## src/rtl/core/prbfa_pkg.sv

```systemverilog
// ----------------------------------------------------------------------------
// Page run allocator package
// Field widths, status and action codes, and the command and status bundles
// that join the controller to the datapath.
// ----------------------------------------------------------------------------
package prbfa_pkg;

    localparam int ACTION_W = 1;
    localparam int SIZE_W   = 27;
    localparam int OFFSET_W = 26;
    localparam int STATUS_W = 4;
    localparam int COUNT_W  = 11;

    localparam int MAX_PAGES_DEF  = 1024;
    localparam int MAX_RUNS_DEF   = 64;
    localparam int PAGE_SHIFT_DEF = 16;
    localparam int NUM_PAGES_RST  = 1024;

    localparam logic [ACTION_W-1:0] ACT_ALLOC = 1'b0;
    localparam logic [ACTION_W-1:0] ACT_FREE  = 1'b1;

    localparam logic [STATUS_W-1:0] STS_OK           = 4'd0;
    localparam logic [STATUS_W-1:0] STS_BAD_SIZE     = 4'd1;
    localparam logic [STATUS_W-1:0] STS_NO_FIT       = 4'd2;
    localparam logic [STATUS_W-1:0] STS_OUT_OF_RANGE = 4'd3;
    localparam logic [STATUS_W-1:0] STS_MISALIGNED   = 4'd4;
    localparam logic [STATUS_W-1:0] STS_BEYOND_END   = 4'd5;
    localparam logic [STATUS_W-1:0] STS_OVERLAP_PREV = 4'd6;
    localparam logic [STATUS_W-1:0] STS_OVERLAP_NEXT = 4'd7;
    localparam logic [STATUS_W-1:0] STS_TABLE_FULL   = 4'd8;

    typedef struct packed {
        logic init_wr;
        logic load;
        logic check;
        logic scan_start;
        logic decide;
        logic write_ent;
        logic stats_start;
        logic finish;
    } cmd_t;

    typedef struct packed {
        logic chk_fail;
        logic iter_done;
        logic out_free;
    } sts_t;

endpackage

```

## src/rtl/core/page_run_best_fit_allocator_core.sv

```systemverilog
// ----------------------------------------------------------------------------
// Page run best-fit allocator core
// Page-granular arena allocator over a sorted table of free runs.
// ----------------------------------------------------------------------------
// Usage: a request transaction on the s_ channel carries an action (allocate
// or free), a byte size and, for a free, a byte offset. Each request yields
// exactly one result transaction on the m_ channel with a status code, the
// granted offset and size for a successful allocate, and the total free pages
// and the longest free run after the operation.
// Timing: one request is in work at a time. A request that fails its checks
// skips the scan and update and goes straight to the statistics scan. The
// next request is accepted from the cycle in which the result is registered.
// The run table is a single memory with one read and one write port: the
// best-fit or position scan, the shift on insert or removal, and the
// statistics scan each walk it one entry per cycle.
// The result sits in an output register; a new request is accepted while a
// stalled result still waits, and work stops only when a second result is
// ready before the first has been taken.
// Reset: after aresetn the arena holds MAX_PAGES (at most 1024) pages as a
// single free run; that entry is written in the init state before s_ready rises.
// Writing the arena size through cfg_we/cfg_wdata, while idle, resets the
// table to one run of that many pages (saturated to 1 .. MAX_PAGES).
// ----------------------------------------------------------------------------
module page_run_best_fit_allocator_core #(
    parameter int MAX_PAGES  = prbfa_pkg::MAX_PAGES_DEF,
    parameter int MAX_RUNS   = prbfa_pkg::MAX_RUNS_DEF,
    parameter int PAGE_SHIFT = prbfa_pkg::PAGE_SHIFT_DEF
) (
    input  logic                                aclk,
    input  logic                                aresetn,
    input  logic                                cfg_we,
    input  logic [prbfa_pkg::COUNT_W-1:0]       cfg_wdata,
    input  logic                                s_valid,
    output logic                                s_ready,
    input  logic [prbfa_pkg::ACTION_W-1:0]      s_action,
    input  logic [prbfa_pkg::SIZE_W-1:0]        s_size_bytes,
    input  logic [prbfa_pkg::OFFSET_W-1:0]      s_byte_offset,
    output logic                                m_valid,
    input  logic                                m_ready,
    output logic [prbfa_pkg::STATUS_W-1:0]      m_status,
    output logic [prbfa_pkg::OFFSET_W-1:0]      m_grant_offset,
    output logic [prbfa_pkg::SIZE_W-1:0]        m_granted_bytes,
    output logic [prbfa_pkg::COUNT_W-1:0]       m_free_pages_total,
    output logic [prbfa_pkg::COUNT_W-1:0]       m_largest_free_run
);

    // Command and status bundles between the sequencer and the datapath.
    prbfa_pkg::cmd_t cmd;
    prbfa_pkg::sts_t sts;

    // The controller only steps through phases; all table state, checks and
    // the result register live in the datapath.
    prbfa_ctrl u_ctrl (
        .aclk    (aclk),
        .aresetn (aresetn),
        .s_valid (s_valid),
        .s_ready (s_ready),
        .sts     (sts),
        .cmd     (cmd)
    );

    prbfa_dp #(
        .MAX_PAGES  (MAX_PAGES),
        .MAX_RUNS   (MAX_RUNS),
        .PAGE_SHIFT (PAGE_SHIFT)
    ) u_dp (
        .aclk               (aclk),
        .aresetn            (aresetn),
        .cmd                (cmd),
        .sts                (sts),
        .cfg_we             (cfg_we),
        .cfg_wdata          (cfg_wdata),
        .s_action           (s_action),
        .s_size_bytes       (s_size_bytes),
        .s_byte_offset      (s_byte_offset),
        .m_valid            (m_valid),
        .m_ready            (m_ready),
        .m_status           (m_status),
        .m_grant_offset     (m_grant_offset),
        .m_granted_bytes    (m_granted_bytes),
        .m_free_pages_total (m_free_pages_total),
        .m_largest_free_run (m_largest_free_run)
    );

endmodule

```

## src/rtl/core/prbfa_ctrl.sv

```systemverilog
// ----------------------------------------------------------------------------
// Page run allocator controller
// Sequences check, table scan, update, statistics scan and result hand-off.
// ----------------------------------------------------------------------------
module prbfa_ctrl (
    input  logic            aclk,
    input  logic            aresetn,
    input  logic            s_valid,
    output logic            s_ready,
    input  prbfa_pkg::sts_t sts,
    output prbfa_pkg::cmd_t cmd
);

    localparam logic [3:0] ST_INIT   = 4'd0;
    localparam logic [3:0] ST_IDLE   = 4'd1;
    localparam logic [3:0] ST_CHECK  = 4'd2;
    localparam logic [3:0] ST_SCAN   = 4'd3;
    localparam logic [3:0] ST_DECIDE = 4'd4;
    localparam logic [3:0] ST_MOVE   = 4'd5;
    localparam logic [3:0] ST_WRITE  = 4'd6;
    localparam logic [3:0] ST_STATS  = 4'd7;
    localparam logic [3:0] ST_DONE   = 4'd8;

    logic [3:0] state_reg;
    logic [3:0] state_next;

    always_ff @(posedge aclk) begin
        if (!aresetn) begin
            state_reg <= ST_INIT;
        end else begin
            state_reg <= state_next;
        end
    end

    always_comb begin
        state_next = state_reg;
        cmd        = '0;
        s_ready    = 1'b0;
        unique case (state_reg)
            ST_INIT: begin
                cmd.init_wr = 1'b1;
                state_next  = ST_IDLE;
            end
            ST_IDLE: begin
                s_ready = 1'b1;
                if (s_valid) begin
                    cmd.load   = 1'b1;
                    state_next = ST_CHECK;
                end
            end
            ST_CHECK: begin
                cmd.check = 1'b1;
                if (sts.chk_fail) begin
                    cmd.stats_start = 1'b1;
                    state_next      = ST_STATS;
                end else begin
                    cmd.scan_start = 1'b1;
                    state_next     = ST_SCAN;
                end
            end
            ST_SCAN: begin
                if (sts.iter_done) begin
                    state_next = ST_DECIDE;
                end
            end
            ST_DECIDE: begin
                cmd.decide = 1'b1;
                state_next = ST_MOVE;
            end
            ST_MOVE: begin
                if (sts.iter_done) begin
                    state_next = ST_WRITE;
                end
            end
            ST_WRITE: begin
                cmd.write_ent   = 1'b1;
                cmd.stats_start = 1'b1;
                state_next      = ST_STATS;
            end
            ST_STATS: begin
                if (sts.iter_done) begin
                    state_next = ST_DONE;
                end
            end
            ST_DONE: begin
                if (sts.out_free) begin
                    cmd.finish = 1'b1;
                    state_next = ST_IDLE;
                end
            end
            default: begin
                state_next = ST_INIT;
            end
        endcase
    end

endmodule

```

## src/rtl/core/prbfa_dp.sv

```systemverilog
// ----------------------------------------------------------------------------
// Page run allocator datapath
// Run table memory, request checks, a shared read iterator for scans and
// table shifts, the update decision and the result register.
// ----------------------------------------------------------------------------
module prbfa_dp #(
    parameter int MAX_PAGES  = prbfa_pkg::MAX_PAGES_DEF,
    parameter int MAX_RUNS   = prbfa_pkg::MAX_RUNS_DEF,
    parameter int PAGE_SHIFT = prbfa_pkg::PAGE_SHIFT_DEF
) (
    input  logic                                aclk,
    input  logic                                aresetn,
    input  prbfa_pkg::cmd_t                     cmd,
    output prbfa_pkg::sts_t                     sts,
    input  logic                                cfg_we,
    input  logic [prbfa_pkg::COUNT_W-1:0]       cfg_wdata,
    input  logic [prbfa_pkg::ACTION_W-1:0]      s_action,
    input  logic [prbfa_pkg::SIZE_W-1:0]        s_size_bytes,
    input  logic [prbfa_pkg::OFFSET_W-1:0]      s_byte_offset,
    output logic                                m_valid,
    input  logic                                m_ready,
    output logic [prbfa_pkg::STATUS_W-1:0]      m_status,
    output logic [prbfa_pkg::OFFSET_W-1:0]      m_grant_offset,
    output logic [prbfa_pkg::SIZE_W-1:0]        m_granted_bytes,
    output logic [prbfa_pkg::COUNT_W-1:0]       m_free_pages_total,
    output logic [prbfa_pkg::COUNT_W-1:0]       m_largest_free_run
);

    localparam int SW  = prbfa_pkg::SIZE_W;
    localparam int OW  = prbfa_pkg::OFFSET_W;
    localparam int PGW = $clog2(MAX_PAGES);
    localparam int CW  = $clog2(MAX_PAGES + 1);
    localparam int IW  = $clog2(MAX_RUNS);
    localparam int HW  = $clog2(MAX_RUNS + 1);
    localparam int NW  = SW - PAGE_SHIFT + 1;
    localparam int FW  = OW - PAGE_SHIFT;
    localparam int EW  = PGW + CW;
    localparam int WW  = 32;

    // Run table: first page in the upper bits, page count in the lower bits.
    logic [EW-1:0] mem [MAX_RUNS];
    logic [EW-1:0] rd_data_reg;

    logic [CW-1:0] np_reg;
    logic [HW-1:0] held_reg;

    logic [prbfa_pkg::ACTION_W-1:0] act_reg;
    logic [SW-1:0]  size_reg;
    logic [OW-1:0]  off_reg;
    logic [CW-1:0]  need_reg;
    logic [PGW-1:0] fp_reg;
    logic [prbfa_pkg::STATUS_W-1:0] status_reg;
    logic [OW-1:0]  grant_reg;
    logic [SW-1:0]  granted_reg;

    logic [HW-1:0] it_cnt_reg;
    logic [HW-1:0] it_addr_reg;
    logic          it_inc_reg;
    logic          it_move_reg;
    logic          it_stats_reg;
    logic          pend_reg;
    logic [HW-1:0] pend_addr_reg;

    logic           found_reg;
    logic [IW-1:0]  best_idx_reg;
    logic [PGW-1:0] best_first_reg;
    logic [CW-1:0]  best_cnt_reg;
    logic           hp_reg;
    logic [PGW-1:0] prev_first_reg;
    logic [CW-1:0]  prev_cnt_reg;
    logic           hn_reg;
    logic [PGW-1:0] next_first_reg;
    logic [CW-1:0]  next_cnt_reg;
    logic [HW-1:0]  ins_reg;

    logic [CW-1:0] tot_reg;
    logic [CW-1:0] lg_reg;

    logic          wr_req_reg;
    logic [IW-1:0] wr_addr_reg;
    logic [EW-1:0] wr_data_reg;

    logic                           m_valid_reg;
    logic [prbfa_pkg::STATUS_W-1:0] m_status_reg;
    logic [OW-1:0]                  m_grant_reg;
    logic [SW-1:0]                  m_granted_reg;
    logic [prbfa_pkg::COUNT_W-1:0]  m_tot_reg;
    logic [prbfa_pkg::COUNT_W-1:0]  m_lg_reg;

    // Request checks.
    logic [SW:0]   size_sum;
    logic [NW-1:0] need_w;
    logic [FW-1:0] fpage_w;
    logic          sz_zero, too_big, oor, mis, beyond;
    logic [prbfa_pkg::STATUS_W-1:0] chk_status;

    assign size_sum = {1'b0, size_reg}
                    + {{(SW + 1 - PAGE_SHIFT){1'b0}}, {PAGE_SHIFT{1'b1}}};
    assign need_w   = size_sum[SW:PAGE_SHIFT];
    assign fpage_w  = off_reg[OW-1:PAGE_SHIFT];
    assign sz_zero  = (size_reg == '0);
    assign too_big  = WW'(need_w) > WW'(np_reg);
    assign oor      = WW'(fpage_w) >= WW'(np_reg);
    assign mis      = (off_reg[PAGE_SHIFT-1:0] != '0);
    assign beyond   = WW'(need_w) > (WW'(np_reg) - WW'(fpage_w));

    always_comb begin
        chk_status = prbfa_pkg::STS_OK;
        if (act_reg == prbfa_pkg::ACT_ALLOC) begin
            if (sz_zero || too_big) begin
                chk_status = prbfa_pkg::STS_BAD_SIZE;
            end
        end else begin
            if (sz_zero) begin
                chk_status = prbfa_pkg::STS_BAD_SIZE;
            end else if (oor) begin
                chk_status = prbfa_pkg::STS_OUT_OF_RANGE;
            end else if (mis) begin
                chk_status = prbfa_pkg::STS_MISALIGNED;
            end else if (too_big) begin
                chk_status = prbfa_pkg::STS_BAD_SIZE;
            end else if (beyond) begin
                chk_status = prbfa_pkg::STS_BEYOND_END;
            end
        end
    end

    // Configuration value saturated to the arena limits.
    logic [CW-1:0] cfg_pages;
    always_comb begin
        if (cfg_wdata == '0) begin
            cfg_pages = CW'(1);
        end else if (WW'(cfg_wdata) > WW'(MAX_PAGES)) begin
            cfg_pages = CW'(MAX_PAGES);
        end else begin
            cfg_pages = CW'(cfg_wdata);
        end
    end

    // Entry under the iterator.
    logic [PGW-1:0] e_first;
    logic [CW-1:0]  e_cnt;
    assign e_first = rd_data_reg[EW-1:CW];
    assign e_cnt   = rd_data_reg[CW-1:0];

    // Free decision terms.
    logic [CW:0]   prev_end;
    logic [CW:0]   new_end;
    logic          ov_p, ov_n, jp, jn;
    logic [IW-1:0] ins_idx;
    logic [IW-1:0] ins_m1;
    assign prev_end = (CW + 1)'(prev_first_reg) + (CW + 1)'(prev_cnt_reg);
    assign new_end  = (CW + 1)'(fp_reg) + (CW + 1)'(need_reg);
    assign ov_p     = hp_reg && (prev_end > (CW + 1)'(fp_reg));
    assign ov_n     = hn_reg && (new_end > (CW + 1)'(next_first_reg));
    assign jp       = hp_reg && (prev_end == (CW + 1)'(fp_reg));
    assign jn       = hn_reg && (new_end == (CW + 1)'(next_first_reg));
    assign ins_idx  = ins_reg[IW-1:0];
    assign ins_m1   = ins_idx - IW'(1);

    // Memory write selection.
    logic          mem_we;
    logic [IW-1:0] mem_waddr;
    logic [EW-1:0] mem_wdata;
    logic [HW-1:0] mv_dst;

    assign mv_dst = it_inc_reg ? (pend_addr_reg - HW'(1)) : (pend_addr_reg + HW'(1));

    always_comb begin
        mem_we    = 1'b0;
        mem_waddr = '0;
        mem_wdata = {{PGW{1'b0}}, np_reg};
        if (cfg_we) begin
            mem_we    = 1'b1;
            mem_wdata = {{PGW{1'b0}}, cfg_pages};
        end else if (cmd.init_wr) begin
            mem_we = 1'b1;
        end else if (pend_reg && it_move_reg) begin
            mem_we    = 1'b1;
            mem_waddr = mv_dst[IW-1:0];
            mem_wdata = rd_data_reg;
        end else if (cmd.write_ent && wr_req_reg) begin
            mem_we    = 1'b1;
            mem_waddr = wr_addr_reg;
            mem_wdata = wr_data_reg;
        end
    end

    always_ff @(posedge aclk) begin
        if (mem_we) begin
            mem[mem_waddr] <= mem_wdata;
        end
        if (it_cnt_reg != '0) begin
            rd_data_reg <= mem[it_addr_reg[IW-1:0]];
        end
    end

    always_ff @(posedge aclk) begin
        if (!aresetn) begin
            np_reg      <= CW'(prbfa_pkg::NUM_PAGES_RST > MAX_PAGES ?
                                MAX_PAGES : prbfa_pkg::NUM_PAGES_RST);
            held_reg    <= HW'(1);
            it_cnt_reg  <= '0;
            pend_reg    <= 1'b0;
            m_valid_reg <= 1'b0;
        end else begin
            if (cfg_we) begin
                np_reg   <= cfg_pages;
                held_reg <= HW'(1);
            end
            if (cmd.init_wr) begin
                held_reg <= HW'(1);
            end

            if (cmd.load) begin
                act_reg  <= s_action;
                size_reg <= s_size_bytes;
                off_reg  <= s_byte_offset;
            end

            if (cmd.check) begin
                status_reg  <= chk_status;
                need_reg    <= CW'(need_w);
                fp_reg      <= PGW'(fpage_w);
                grant_reg   <= '0;
                granted_reg <= '0;
            end

            // Iterator: one read per cycle, each processed in the following cycle.
            if (it_cnt_reg != '0) begin
                it_cnt_reg    <= it_cnt_reg - HW'(1);
                it_addr_reg   <= it_inc_reg ? (it_addr_reg + HW'(1))
                                            : (it_addr_reg - HW'(1));
                pend_reg      <= 1'b1;
                pend_addr_reg <= it_addr_reg;
            end else begin
                pend_reg <= 1'b0;
            end

            if (pend_reg && !it_move_reg) begin
                if (it_stats_reg) begin
                    tot_reg <= tot_reg + e_cnt;
                    if (e_cnt > lg_reg) begin
                        lg_reg <= e_cnt;
                    end
                end else if (act_reg == prbfa_pkg::ACT_ALLOC) begin
                    if (e_cnt >= need_reg && (!found_reg || e_cnt < best_cnt_reg)) begin
                        found_reg      <= 1'b1;
                        best_idx_reg   <= pend_addr_reg[IW-1:0];
                        best_first_reg <= e_first;
                        best_cnt_reg   <= e_cnt;
                    end
                end else begin
                    if (e_first < fp_reg) begin
                        hp_reg         <= 1'b1;
                        prev_first_reg <= e_first;
                        prev_cnt_reg   <= e_cnt;
                        ins_reg        <= pend_addr_reg + HW'(1);
                    end else if (!hn_reg) begin
                        hn_reg         <= 1'b1;
                        next_first_reg <= e_first;
                        next_cnt_reg   <= e_cnt;
                    end
                end
            end

            if (cmd.scan_start) begin
                it_cnt_reg   <= held_reg;
                it_addr_reg  <= '0;
                it_inc_reg   <= 1'b1;
                it_move_reg  <= 1'b0;
                it_stats_reg <= 1'b0;
                found_reg    <= 1'b0;
                hp_reg       <= 1'b0;
                hn_reg       <= 1'b0;
                ins_reg      <= '0;
            end

            if (cmd.stats_start) begin
                it_cnt_reg   <= held_reg;
                it_addr_reg  <= '0;
                it_inc_reg   <= 1'b1;
                it_move_reg  <= 1'b0;
                it_stats_reg <= 1'b1;
                tot_reg      <= '0;
                lg_reg       <= '0;
            end

            // Update plan: an optional shift through the iterator, then an
            // optional single entry write.
            if (cmd.decide) begin
                wr_req_reg  <= 1'b0;
                it_move_reg <= 1'b1;
                it_cnt_reg  <= '0;
                if (act_reg == prbfa_pkg::ACT_ALLOC) begin
                    if (!found_reg) begin
                        status_reg <= prbfa_pkg::STS_NO_FIT;
                    end else begin
                        grant_reg   <= OW'(64'(best_first_reg) << PAGE_SHIFT);
                        granted_reg <= SW'(64'(need_reg) << PAGE_SHIFT);
                        if (best_cnt_reg == need_reg) begin
                            // The run empties: close the gap above it.
                            it_addr_reg <= HW'(best_idx_reg) + HW'(1);
                            it_cnt_reg  <= held_reg - HW'(1) - HW'(best_idx_reg);
                            it_inc_reg  <= 1'b1;
                            held_reg    <= held_reg - HW'(1);
                        end else begin
                            wr_req_reg  <= 1'b1;
                            wr_addr_reg <= best_idx_reg;
                            wr_data_reg <= {PGW'(best_first_reg + PGW'(need_reg)),
                                            best_cnt_reg - need_reg};
                        end
                    end
                end else begin
                    if (ov_p) begin
                        status_reg <= prbfa_pkg::STS_OVERLAP_PREV;
                    end else if (ov_n) begin
                        status_reg <= prbfa_pkg::STS_OVERLAP_NEXT;
                    end else if (jp && jn) begin
                        wr_req_reg  <= 1'b1;
                        wr_addr_reg <= ins_m1;
                        wr_data_reg <= {prev_first_reg,
                                        prev_cnt_reg + need_reg + next_cnt_reg};
                        it_addr_reg <= ins_reg + HW'(1);
                        it_cnt_reg  <= held_reg - HW'(1) - ins_reg;
                        it_inc_reg  <= 1'b1;
                        held_reg    <= held_reg - HW'(1);
                    end else if (jp) begin
                        wr_req_reg  <= 1'b1;
                        wr_addr_reg <= ins_m1;
                        wr_data_reg <= {prev_first_reg, prev_cnt_reg + need_reg};
                    end else if (jn) begin
                        wr_req_reg  <= 1'b1;
                        wr_addr_reg <= ins_idx;
                        wr_data_reg <= {fp_reg, next_cnt_reg + need_reg};
                    end else if (held_reg == HW'(MAX_RUNS)) begin
                        status_reg <= prbfa_pkg::STS_TABLE_FULL;
                    end else begin
                        // Open a slot at the insert point, then fill it.
                        wr_req_reg  <= 1'b1;
                        wr_addr_reg <= ins_idx;
                        wr_data_reg <= {fp_reg, need_reg};
                        it_addr_reg <= held_reg - HW'(1);
                        it_cnt_reg  <= held_reg - ins_reg;
                        it_inc_reg  <= 1'b0;
                        held_reg    <= held_reg + HW'(1);
                    end
                end
            end

            if (cmd.finish) begin
                m_valid_reg   <= 1'b1;
                m_status_reg  <= status_reg;
                m_grant_reg   <= grant_reg;
                m_granted_reg <= granted_reg;
                m_tot_reg     <= prbfa_pkg::COUNT_W'(tot_reg);
                m_lg_reg      <= prbfa_pkg::COUNT_W'(lg_reg);
            end else if (m_ready) begin
                m_valid_reg <= 1'b0;
            end
        end
    end

    assign sts.chk_fail  = (chk_status != prbfa_pkg::STS_OK);
    assign sts.iter_done = (it_cnt_reg == '0) && !pend_reg;
    assign sts.out_free  = !m_valid_reg || m_ready;

    assign m_valid            = m_valid_reg;
    assign m_status           = m_status_reg;
    assign m_grant_offset     = m_grant_reg;
    assign m_granted_bytes    = m_granted_reg;
    assign m_free_pages_total = m_tot_reg;
    assign m_largest_free_run = m_lg_reg;

endmodule
```

## config.mk

```make
export PLATFORM = sky130hd
export DESIGN_NAME = page_run_best_fit_allocator_core
export DESIGN_NICKNAME = d
export VERILOG_FILES = /design/src/rtl/core/prbfa_pkg.sv /design/src/rtl/core/page_run_best_fit_allocator_core.sv /design/src/rtl/core/prbfa_ctrl.sv /design/src/rtl/core/prbfa_dp.sv
export SDC_FILE = /design/constraint.sdc
export NUM_CORES = 2
export LEC_CHECK = 0
export BUFFER_PORTS_ARGS = -buffer_cell sky130_fd_sc_hd__buf_4
export CORE_ASPECT_RATIO = 0.6
export CORE_UTILIZATION = 55
export CTS_CLUSTER_SIZE = 24
export DETAILED_ROUTE_END_ITERATION = 10
export GPL_ROUTABILITY_DRIVEN = 0
export PLACE_DENSITY = 0.71
export SYNTH_ARGS = -nofsm -noshare
export SYNTH_HDL_FRONTEND = slang
export SYNTH_SLANG_ARGS = --single-unit
```

## constraint.sdc

```tcl
create_clock -name aclk -period 21.1 [get_ports aclk]
set_input_delay 1.055 -clock aclk [delete_from_list [all_inputs] [get_ports aclk]]
set_output_delay 1.055 -clock aclk [all_outputs]
set_load 0.005 [all_outputs]
```

==> results.txt <==
cts hold-fix bufs: 0
Slew Viols, Final: 0
initial core utilization: 55.48%
Max-cap violations: 0
post-route ant nets: 0
Buf/Inv on CP: 1
Bufs on Longest Clock Path: 3
setup slack, reg-to-reg: 15.46 ns
area of the core: 134,200 um2
Hold Path Class: input port to flip-flop
synthesis-stage register bit count: 1,753
ys flop type: edfxtp_1
GRT Residual Overflow: 0
crit path max-delay cell type: nand2_1
syn nets: 4,384
number of global-route vias before repair: 39,100
Via Count: 41,240
count leader, synth: edfxtp_1
fillers: 9,255
first-pass GRT wire length: 278.0 mm
Worst Path Class, Setup: flip-flop to flip-flop
max FFs per register: 1,344
async set-reset flop share out of synthesis: 0%
dominant cell type by area after synthesis: edfxtp_1
DRC viols: 0
Critical Path AT: 6.07 ns
CTS Sinks: 1,753
largest net degree at the start of global routing: 156
worst path cell trace: ha_1 > a21oi_1 > nor2b_1 > a311o_1 > a21o_1 > a21oi_1 > xnor2_1 > ha_1 > nand3_1 > nor4_1 > nand2_1 > nand3_1 > nand2_1 > o22ai_1 > and2_1 > buf_4
Synth top area share: 69.47%
post-DR vias/cell: 6.548
Finished Layout Cells: 6,297
peak supply drop: 133.6 uV
reg2reg start: u_dp.need_reg[1]$_DFFE_PP_
Final #Nets: 4,656
fmax: 177.4 MHz
slowest cell delay on critical path: 0.81 ns
Slew @ Worst Pin: 1.370 ns
number of flops mapped to enable cells by yosys: 1,722
Commonest cells post-synth: edfxtp_1, mux4_2, nor2_1
final wirelength: 195.0 mm
Max Clock Skew: 0.02465 ns
placed cells: 6,017
post-CTS sizing: 0
post-synthesis cell type count: 85
critical path startpoint: u_dp.need_reg[1]$_DFFE_PP_
Die Y-Extent: 287.0 um
initial antenna violation count: 14
Worst slew margin: 7.880%
layout cells sized above 1: 23.69%
layout overhead on the synthesized area: 12.19%
Die X: 476.9 um
Critical Path RT: 21.54 ns
Setup violations, final: 0
Post-Route Setup TNS: 0 ns
CTS root buf: clkbuf_16
Worst-path clk slew: 0.07 ns
Syn. warnings: 0
io pins: 151
CP Launch Type: flip-flop
die area: 136,900 um2
utilization after layout: 62.25%
Biggest register: u_dp.mem
initial DRC count: 6,358
# rows: 104
Seq/Total Area, Yosys: 70.30%
critical path fanouts, max: 27
Netlist Area Pre-Place: 74,440 um2
Total GRT Usage: 28.50%
Clock Latency Late Sink: 0.79 ns
endpoints failing hold: 0
cell count after synthesis: 4,098
mean post-synth cell area: 18.16 um2
drt wl/cell: 30.96 um
Final min period: 5.636 ns
Leak: 0.02845 uW
final cycle utilization of the critical path: 26.71%
CTS tree: built
port bufs: 150
Detail Placement HPWL: 121.4 mm
top cells by area, synth: edfxtp_1, mux4_2, ha_1, xnor2_1, nor2_1
P per Cell Area: 115.3 nW/um2
crit path capture type: flip-flop
CTS buffer count: 152
RSZ-0062 raised after global routing: no
Top delay family on crit path: simple AND/OR/NAND/NOR gates
run status: finished clean
Worst Min Path Start: s_byte_offset[3]
CTS H-Tree Depth: 4
Setup Fix Bufs, Post-CTS: 0
Initial DRT Pass Iterations: 8
-- metrics by stage --
stage	setup slack (ns)	total power (uW)	hold WS [ns]	instance area (um2)
final	15.46	9631	0.4347	83510
after global routing	15.25	9946	0.4211	83510
after CTS	14.68	9636	0.3974	83500
after detailed placement	14.72	6905	0.4252	78670
after global placement	14.85	6870	0.4293	78670
after floorplan	14.20	5952	0.4174	74440
-- layout make-up --
class / instances / area, um2 / share of cell area (%)
diodes: 3 / 7.507 / 0.008989
clock buffers: 197 / 4119 / 4.932
clock inverters: 79 / 708.2 / 0.8480
inverters: 138 / 518.0 / 0.6203
multi-input cells: 2042 / 21400 / 25.63
flip-flops and latches: 1753 / 52330 / 62.66
well taps: 1802 / 2255 / 2.700
repair buffers: 283 / 2172 / 2.601
-- worst paths after layout --
kind         cells past startpoint                                  to
min                              1           u_dp.off_reg[3]$_DFFE_PP_
max reg2reg                     16       u_dp.wr_data_reg[1]$_DFFE_PP_
min reg2reg                      0  u_dp.m_granted_bytes[11]$_DFFE_PP_
max                             16       u_dp.wr_data_reg[1]$_DFFE_PP_
-- where the power goes --
part	internal [uW]	leakage (uW)	switching [uW]
logic	1190	0.00970	1510
registers	4040	0.0164	136
clock network	1510	0.00237	1260
total	6730	0.0285	2900
-- per-layer routing --
| metal | track usage (%) | routed length (um) |
|---|---|---|
| met5 | 0 | 26 |
| met4 | 6.286 | 3415 |
| met3 | 9.496 | 28500 |
| met2 | 37.74 | 79700 |
| met1 | 45.46 | 83320 |
-- cell families after synthesis --
group / Yosys count / share of synthesized area [%]
DFF: 1753 / 70.30
and+or+nand+nor: 691 / 4.400
AOI/OAI and AO/OA: 530 / 4.646
buffers and inverters: 303 / 1.550
muxes: 455 / 13.56
adders and majority gates: 216 / 3.762
xor gates and xnor gates: 150 / 1.785
-- worst reg2reg max path, delay by kind of cell, from the launching register on --
| kind | cells | cell delay [ns] |
|---|---|---|
| simple gates | 7 | 2.25 |
| compound gates | 5 | 1.20 |
| flops | 1 | 0.71 |
| fa+ha+maj | 2 | 0.63 |
| buf+inv | 1 | 0.37 |
| xor+xnor | 1 | 0.09 |
-- layout by cell type, fill, tap and decap left out, types with 28 or more instances in the layout --
cell type and count:
clkbuf_1 36, nand3_1 53, nand2_1 185, nor2_1 145, a21o_1 53, mux4_2 442
inv_1 136, and2_1 59, nor2_2 67, nor2b_1 33, clkinv_2 28, xnor2_1 99
clkbuf_16 157, o21ai_0 114, edfxtp_1 1722, a21oi_1 129, dfxtp_1 31, ha_1 203
xor2_1 50, buf_4 278, nor3_1 38
No activity file was read; power rests on OpenSTA's default activity.
